===== src/hdl/pab_pkg.sv =====
// Package for the pseudo-angle between test: constants and the lane control type.
// No dependencies.
package pab_pkg;
  localparam int CoordWidthDef = 16;
  localparam int FracBitsDef   = 16;

  localparam logic [1:0] REL_EQUAL   = 2'd0;
  localparam logic [1:0] REL_BETWEEN = 2'd1;
  localparam logic [1:0] REL_OUTSIDE = 2'd2;

  // Octant selection carried down the lane pipeline.
  typedef struct packed {
    logic       zero;
    logic       neg;   // angle = base - q
    logic [2:0] base;  // base in units of S (mod 8)
  } lane_ctl_t;
endpackage


===== src/hdl/pab_lane.sv =====
// One lane: octant pseudo-angle of one vector, with a pipelined restoring divider
// (one quotient bit per stage). Depends on pab_pkg.
module pab_lane #(
  parameter int CW = pab_pkg::CoordWidthDef,
  parameter int FB = pab_pkg::FracBitsDef
) (
  input  logic                      clk,
  input  logic                      rst_n,
  input  logic                      in_vld,
  input  logic signed [CW-1:0]      in_x,
  input  logic signed [CW-1:0]      in_y,
  output logic                      out_vld,
  output logic [FB+2:0]             out_ang,
  output logic                      out_zero
);
  import pab_pkg::*;

  localparam int MW = CW + 1;
  localparam int NS = FB;

  logic [MW-1:0] a, b, num, den, rem0;
  lane_ctl_t     ctl;
  logic          xp, yp, ge0;

  always_comb begin
    xp = ($signed(in_x) > 0);
    yp = ($signed(in_y) > 0);
    a  = in_x[CW-1] ? MW'(-{in_x[CW-1], in_x}) : MW'({1'b0, in_x});
    b  = in_y[CW-1] ? MW'(-{in_y[CW-1], in_y}) : MW'({1'b0, in_y});
    ctl.zero = (a == '0) && (b == '0);
    ctl.neg  = 1'b0;
    ctl.base = 3'd0;
    num = a;
    den = b;
    if (xp && yp) begin
      if (a > b) begin ctl.base = 3'd0; num = b; den = a; end
      else begin ctl.base = 3'd2; ctl.neg = 1'b1; end
    end else if (xp) begin
      if (a > b) begin ctl.base = 3'd0; ctl.neg = 1'b1; num = b; den = a; end
      else ctl.base = 3'd6;
    end else if (yp) begin
      if (a > b) begin ctl.base = 3'd4; ctl.neg = 1'b1; num = b; den = a; end
      else ctl.base = 3'd2;
    end else begin
      if (a < b) begin ctl.base = 3'd6; ctl.neg = 1'b1; end
      else begin ctl.base = 3'd4; num = b; den = a; end
    end
    // Integer quotient bit: set only when n == d.
    ge0  = (den != '0) && (num >= den);
    rem0 = ge0 ? (num - den) : num;
  end

  // Stage s holds partial remainder, divisor and quotient bits so far.
  logic          vld_r [NS+1];
  logic [MW:0]   rem_r [NS+1];
  logic [MW-1:0] den_r [NS+1];
  logic [FB:0]   q_r   [NS+1];
  lane_ctl_t     ctl_r [NS+1];

  always_ff @(posedge clk) begin
    if (!rst_n) vld_r[0] <= 1'b0;
    else vld_r[0] <= in_vld;
    rem_r[0] <= {1'b0, rem0};
    den_r[0] <= den;
    q_r[0]   <= {{FB{1'b0}}, ge0};
    ctl_r[0] <= ctl;
  end

  for (genvar s = 0; s < NS; s++) begin : g_div
    logic [MW+1:0] sh;
    logic          ge;
    always_comb begin
      sh = {rem_r[s], 1'b0};
      ge = (den_r[s] != '0) && (sh >= {2'b00, den_r[s]});
    end
    always_ff @(posedge clk) begin
      if (!rst_n) vld_r[s+1] <= 1'b0;
      else vld_r[s+1] <= vld_r[s];
      rem_r[s+1] <= ge ? (MW+1)'(sh - {2'b00, den_r[s]}) : (MW+1)'(sh);
      den_r[s+1] <= den_r[s];
      q_r[s+1]   <= {q_r[s][FB-1:0], ge};
      ctl_r[s+1] <= ctl_r[s];
    end
  end

  logic [FB+2:0] basev, qv, ang_nxt, ang_r;
  logic          zero_r, ovld_r;
  always_comb begin
    basev = {ctl_r[NS].base, {FB{1'b0}}};
    // Quotient is at most S (n == d), which needs FB+1 bits.
    qv = {2'b00, q_r[NS]};
    ang_nxt = ctl_r[NS].neg ? (basev - qv) : (basev + qv);
    if (ctl_r[NS].zero) ang_nxt = '0;
  end
  always_ff @(posedge clk) begin
    if (!rst_n) ovld_r <= 1'b0;
    else ovld_r <= vld_r[NS];
    ang_r  <= ang_nxt;
    zero_r <= ctl_r[NS].zero;
  end
  assign out_vld  = ovld_r;
  assign out_ang  = ang_r;
  assign out_zero = zero_r;
endmodule


===== config.mk =====
export PLATFORM = sky130hd
export DESIGN_NAME = pab_lane
export DESIGN_NICKNAME = d
export VERILOG_FILES = /design/src/hdl/pab_pkg.sv /design/src/hdl/pab_lane.sv
export SDC_FILE = /design/constraint.sdc
export NUM_CORES = 1
export LEC_CHECK = 0
export BUFFER_PORTS_ARGS = -buffer_cell sky130_fd_sc_hd__buf_2
export CORE_AREA = 2 2 337 339
export CTS_CLUSTER_SIZE = 20
export DETAILED_ROUTE_END_ITERATION = 6
export DIE_AREA = 0 0 339 341
export MAX_ROUTING_LAYER = met4
export PLACE_DENSITY = 0.57
export SYNTH_ARGS = -nofsm -noshare
export SYNTH_HDL_FRONTEND = slang
export SYNTH_SLANG_ARGS = --single-unit

===== constraint.sdc =====
create_clock -name clk -period 12.65 [get_ports clk]
set_input_delay 2.53 -clock clk [delete_from_list [all_inputs] [get_ports clk]]
set_output_delay 2.53 -clock clk [all_outputs]
set_load 0.05 [all_outputs]

### Word-level counts from Yosys, hierarchy flattened

Memory sizes are Yosys's and may differ from the RTL's. A register that Yosys moved wholly into a read port is not among the register bits.
Index checks and enable logic that the tools add are counted.

* reductions and logical operators: 39
* order comparisons: 21
* multiplexer cells: 59
* $add $sub $neg: 21
* bitwise operators: 17

Operator list (number)
* 19-bit by 17-bit greater-or-equal comparator with 1-bit output: 16
* 17-bit nonzero test: 17
* 18-bit two-way mux: 16
* 18-bit by 17-bit subtractor with 18-bit output: 16
* 17-bit two-way mux: 13
* 17-bit logical NOT: 2
* 17-bit negator: 2
* 16-bit by 1-bit > comparator with 1-bit output (second input constant): 2
* 1-bit two-way mux: 22
* 19-bit by 17-bit adder with 19-bit output: 1
* 1-bit logical AND: 19
* 19-bit two-way mux: 1
* 19-bit by 17-bit subtractor with 19-bit output: 1
* 17-bit greater-or-equal comparator: 1
* 17-bit > comparator: 1
* 17-bit < comparator: 1
* 1-bit OR: 17
* 17-bit subtractor: 1
* 4-bit two-way mux: 3
* 3-bit two-way mux: 2
* 2-bit two-way mux: 2
* 1-bit logical NOT: 1

* register bits after elaboration: 20
* word-level logic and storage cells: 164
* memories kept: 5
* output and inout port bits: 21
* RAM bits: 986
* bits of input ports: 35

Memory list
* rem_r: words 17, bits a word 18, read ports 16, clocked after Yosys merged registers in 0, write ports 17, line pab_lane.sv:55 `logic [MW:0] rem_r [NS+1];`
* den_r: words 17, bits a word 17, read ports 16, clocked after Yosys merged registers in 0, write ports 17, line pab_lane.sv:56 `logic [MW-1:0] den_r [NS+1];`
* q_r: words 17, bits a word 17, read ports 17, clocked after Yosys merged registers in 0, write ports 17, line pab_lane.sv:57 `logic [FB:0] q_r [NS+1];`
* ctl_r: words 17, bits a word 5, read ports 17, clocked after Yosys merged registers in 0, write ports 17, line pab_lane.sv:58 `lane_ctl_t ctl_r [NS+1];`
* vld_r: words 17, bits a word 1, read ports 17, clocked after Yosys merged registers in 1, write ports 17, line pab_lane.sv:54 `logic vld_r [NS+1];`

### Depth between registers and ports, before layout

* word-level depth: 10
* depth in mapped cells: 29
* depth with buffers taken out: 26

### Worst setup path before layout

OpenSTA, ideal clock, no wires.

* path kind: input to register
* from: input in_y[7]
* to: memory rem_r[0][10] in the netlist's numbering
* required time: 12.529 ns
* path buffers: 3
* stages: 23
* arrival time: 8.423 ns
* setup time: 0.121 ns
* slack: 4.106 ns
* path through: or4_4 or2_2 o41ai_1 xor2_1 ha_1 and4_1 and2_0 and4b_1 o2111a_1 a31oi_1 buf_4 buf_2 mux2_2 ha_1 a21o_1 a221o_1 a211oi_1 o311ai_0 o41ai_1 o211ai_1 o211ai_4 buf_8 mux2_4

RTL lines
* from (decl): line pab_lane.sv:11 `input logic signed [CW-1:0] in_y,`
* to (decl): line pab_lane.sv:55

==> results_dict.tcl <==
set metrics [dict create \
    drt_iter0_drc 1231 \
    grt_max_degree 38 \
    layout_commonest_cell "dfxtp_1" \
    ys_top_cells_by_area "dfxtp_1 (45%), ha_1 (10%), mux2_2 (7.2%)" \
    cp.buffers_inverters 2 \
    period_needed_ns 8.817 \
    skew_ns 0.03530 \
    root_buffer "clkbuf_16" \
    internal_power_w 0.008208 \
    synth_edf_count 0 \
    port_buffers 55 \
    fin_tns_setup_ns 0 \
    p_seq_share_pct 32.1 \
    crit_fanout 37 \
    drt_first_pass_iters 5 \
    pwr_density_cell_mw_per_mm2 314.0 \
    antenna_found_initial 5 \
    rrSetupSlack_ns 8.70 \
    rr_startpoint "den_r[0][171]$_DFF_P_" \
    ys_types 87 \
    postLayoutCellArea_mm2 0.04175 \
    clkTransAtPathRegs_ns 0.06 \
    hold_depth 0 \
    crit_chain "buf_2 -> or4_4 -> or2_2 -> o41ai_1 -> xor2_1 -> ha_1 -> and4_1 -> and2_0 -> and4b_1 -> o211ai_1 -> a31oi_4 -> buf_4 -> mux2_2 -> ha_1 -> a21o_1 -> a221o_1 -> a211oi_1 -> o311ai_0 -> o41ai_1 -> o211ai_1 -> o211ai_4 -> mux2_2" \
    die_area_mm2 0.1156 \
    worst_pin_slew_ns 1.246 \
    nets 4152 \
    cts_setup_buffers 0 \
    grt_pass1_wl_um 133300 \
    fp.dieH_um 341 \
    vdd_drop_max_uv 144.7 \
    cp-end-kind "register" \
    cts_resized 0 \
    hp-start "ctl_r[1][19]$_DFF_P_" \
    area_growth_pct 13.90 \
    syn-instance-count 3679 \
    clk_latency_ns 0.67 \
    ant_nets 0 \
    grt.total_usage_pct 14.56 \
    seq_area_frac_synth_pct 44.68 \
    timing.rr.end "rem_r[0][212]$_DFF_P_" \
    crit_arrival_ns 9.36 \
    fp.dieW_um 339 \
    h-tree-depth 3 \
    fin_crit_sh_pct 69.70 \
    drc 0 \
    cts_buffers 88 \
    total_leakage_power_nw 18.13 \
    crit_path_top_delay_cell "or4_4" \
    synth_flop_cell "dfxtp_1" \
    hold_violations 0 \
    syn_area_mm2 0.03665 \
    grt_pass1_vias 25030 \
    min_to "ctl_r[2][4]$_DFF_P_" \
    async_flop_share_pct 0 \
    drv_cap 0 \
    yosys.area.top_type "dfxtp_1" \
    core_mm2 0.1119 \
    p_switching_w 0.004899 \
    holdBufCountCts 0 \
    cts_tree "yes" \
    pin_count 56 \
    routabilityCongestion 0.8578 \
    slew_violations 0 \
    crit_family "compound AO/OA/AOI/OAI gates" \
    row_count 123 \
    via_per_inst 4.776 \
    startpoint_type "primary input" \
    cpPeakStageDelay_ns 0.59 \
    layout_common_cells "dfxtp_1 (818), inv_1 (394), ha_1 (306)" \
    status "finished, final reports clean" \
    wire_per_inst_um 15.32 \
    finalSetupViolCount 0 \
    start_util_pct 32.76 \
    cp.required_ns 13.19 \
    syn_area_per_cell_um2 9.962 \
    crit_type "in2reg" \
    reg2reg_depth 11 \
    synth_top_cell_area_share_pct 44.68 \
    dp_hpwl_um 63940 \
    pwr-share-clk_pct 19.6 \
    combPwrFrac_pct 48.3 \
    maxSlewHeadroom_pct 16.69 \
    fmax_mhz 113.4 \
    cts.path.max_buffers 3 \
    sw_frac_of_total_pct 37.38 \
    nFillCells 11210 \
    vias 25610 \
    routed_wl_um 82150 \
    drive_gt1_share_pct 13.13 \
    hold_class "reg2reg" \
    grt_overflow_total 0 \
    rsz0062_at_grt "false" \
    placed_cell_area_mm2 0.03879 \
    synth-seq-cells 818 \
    ys_warn_count 0 \
    numClockSinks 818 \
]
[cell families (layout without fill, tap and decap cells)]
logic type	count (synthesis)	count (layout)	share of synthesized area, %
DFF	818	818	44.68
other	2	6	0.02049
adders and majority gates	324	324	11.38
buffers and inverters	437	617	4.558
and+or+nand+nor	908	908	12.52
AOI/OAI and AO/OA	656	656	12.16
muxes	295	295	8.958
xor gates and xnor gates	239	239	5.732
[power groups by stage]
stage          sequential, W  combinational (W)  clock (W)
4_1_cts              0.00423            0.00636    0.00265
3_3_place_gp         0.00428            0.00627          0
6_report             0.00421            0.00633    0.00257
2_1_floorplan        0.00407            0.00500          0
5_1_grt              0.00432            0.00710    0.00275
3_5_place_dp         0.00428            0.00630          0
[area by class of cell]
cell class	count	area (um2)	share of cell area, %
diodes	1	2.502	0.005994
clock buffers	116	2511	6.015
clock inverters	41	437.9	1.049
inverters	395	1485	3.558
multi-input cells	2427	18710	44.81
flip-flops and latches	818	16380	39.23
well taps	1500	1877	4.496
repair buffers	65	350.3	0.8392
[worst max path at each step]
stage                     startpoint  slack (ns)  cells after the start              endpoint
after floorplan              in_y[7]        4.11                     23  rem_r[0][10]$_DFF_P_
after global placement       in_x[0]        3.18                     22   rem_r[0][3]$_DFF_P_
after detailed placement     in_y[7]        3.15                     22   rem_r[0][1]$_DFF_P_
after CTS                    in_y[7]        3.86                     22   rem_r[0][6]$_DFF_P_
after global routing         in_x[0]        3.34                     23   rem_r[0][5]$_DFF_P_
final                        in_y[7]        3.83                     22   rem_r[0][3]$_DFF_P_
[synthesized netlist by cell type (16+ instances only)]
cell type and instances:
xor2_1 67, a221o_1 16, nor3_1 59, a21boi_0 21
a21oi_1 200, and2_1 41, dfxtp_1 818, a211oi_1 30
nand2b_1 34, xnor2_1 171, clkbuf_1 32, nand3_1 79
mux2i_1 52, o21a_1 53, nand4_1 54, o21ai_0 103
o211ai_1 19, o31ai_1 31, a31oi_1 18, a21o_1 44
nand2_1 162, nor2b_1 75, nor2_1 249, inv_1 394
o311ai_0 27, mux2_2 235, nor4_1 70, ha_1 306
fa_1 16
[metrics by stage]
step / setup slack (ns) / instances / utilization, % / power [W] / hold slack [ns]
after detailed placement: 3.145 / 5205 / 34.67 / 0.01059 / 0.3121
after floorplan: 4.106 / 3682 / - / 0.009065 / 0.3096
final: 3.833 / 5363 / 37.31 / 0.01311 / 0.2903
after CTS: 3.856 / 5362 / 37.31 / 0.01324 / 0.3032
after global placement: 3.182 / 5205 / 34.67 / 0.01055 / 0.3098
after global routing: 3.336 / 5362 / 37.31 / 0.01417 / 0.3121
[flip-flops by register name, indices dropped and copies added, names as in the netlist]
signal,cells
rem_r,287
den_r,272
q_r,153
ctl_r,68
out_ang,19
vld_r,17
out_vld,1
out_zero,1
[layer usage]
metal	part of all wire, %	routed length [um]	GRT usage (%)
met5	0	0	-
met4	2.7	2248	4.472
met3	3.7	3071	2.384
met2	46	38110	23.74
met1	47	38720	18.45
Note: power is estimated with default switching activity, not from simulation.
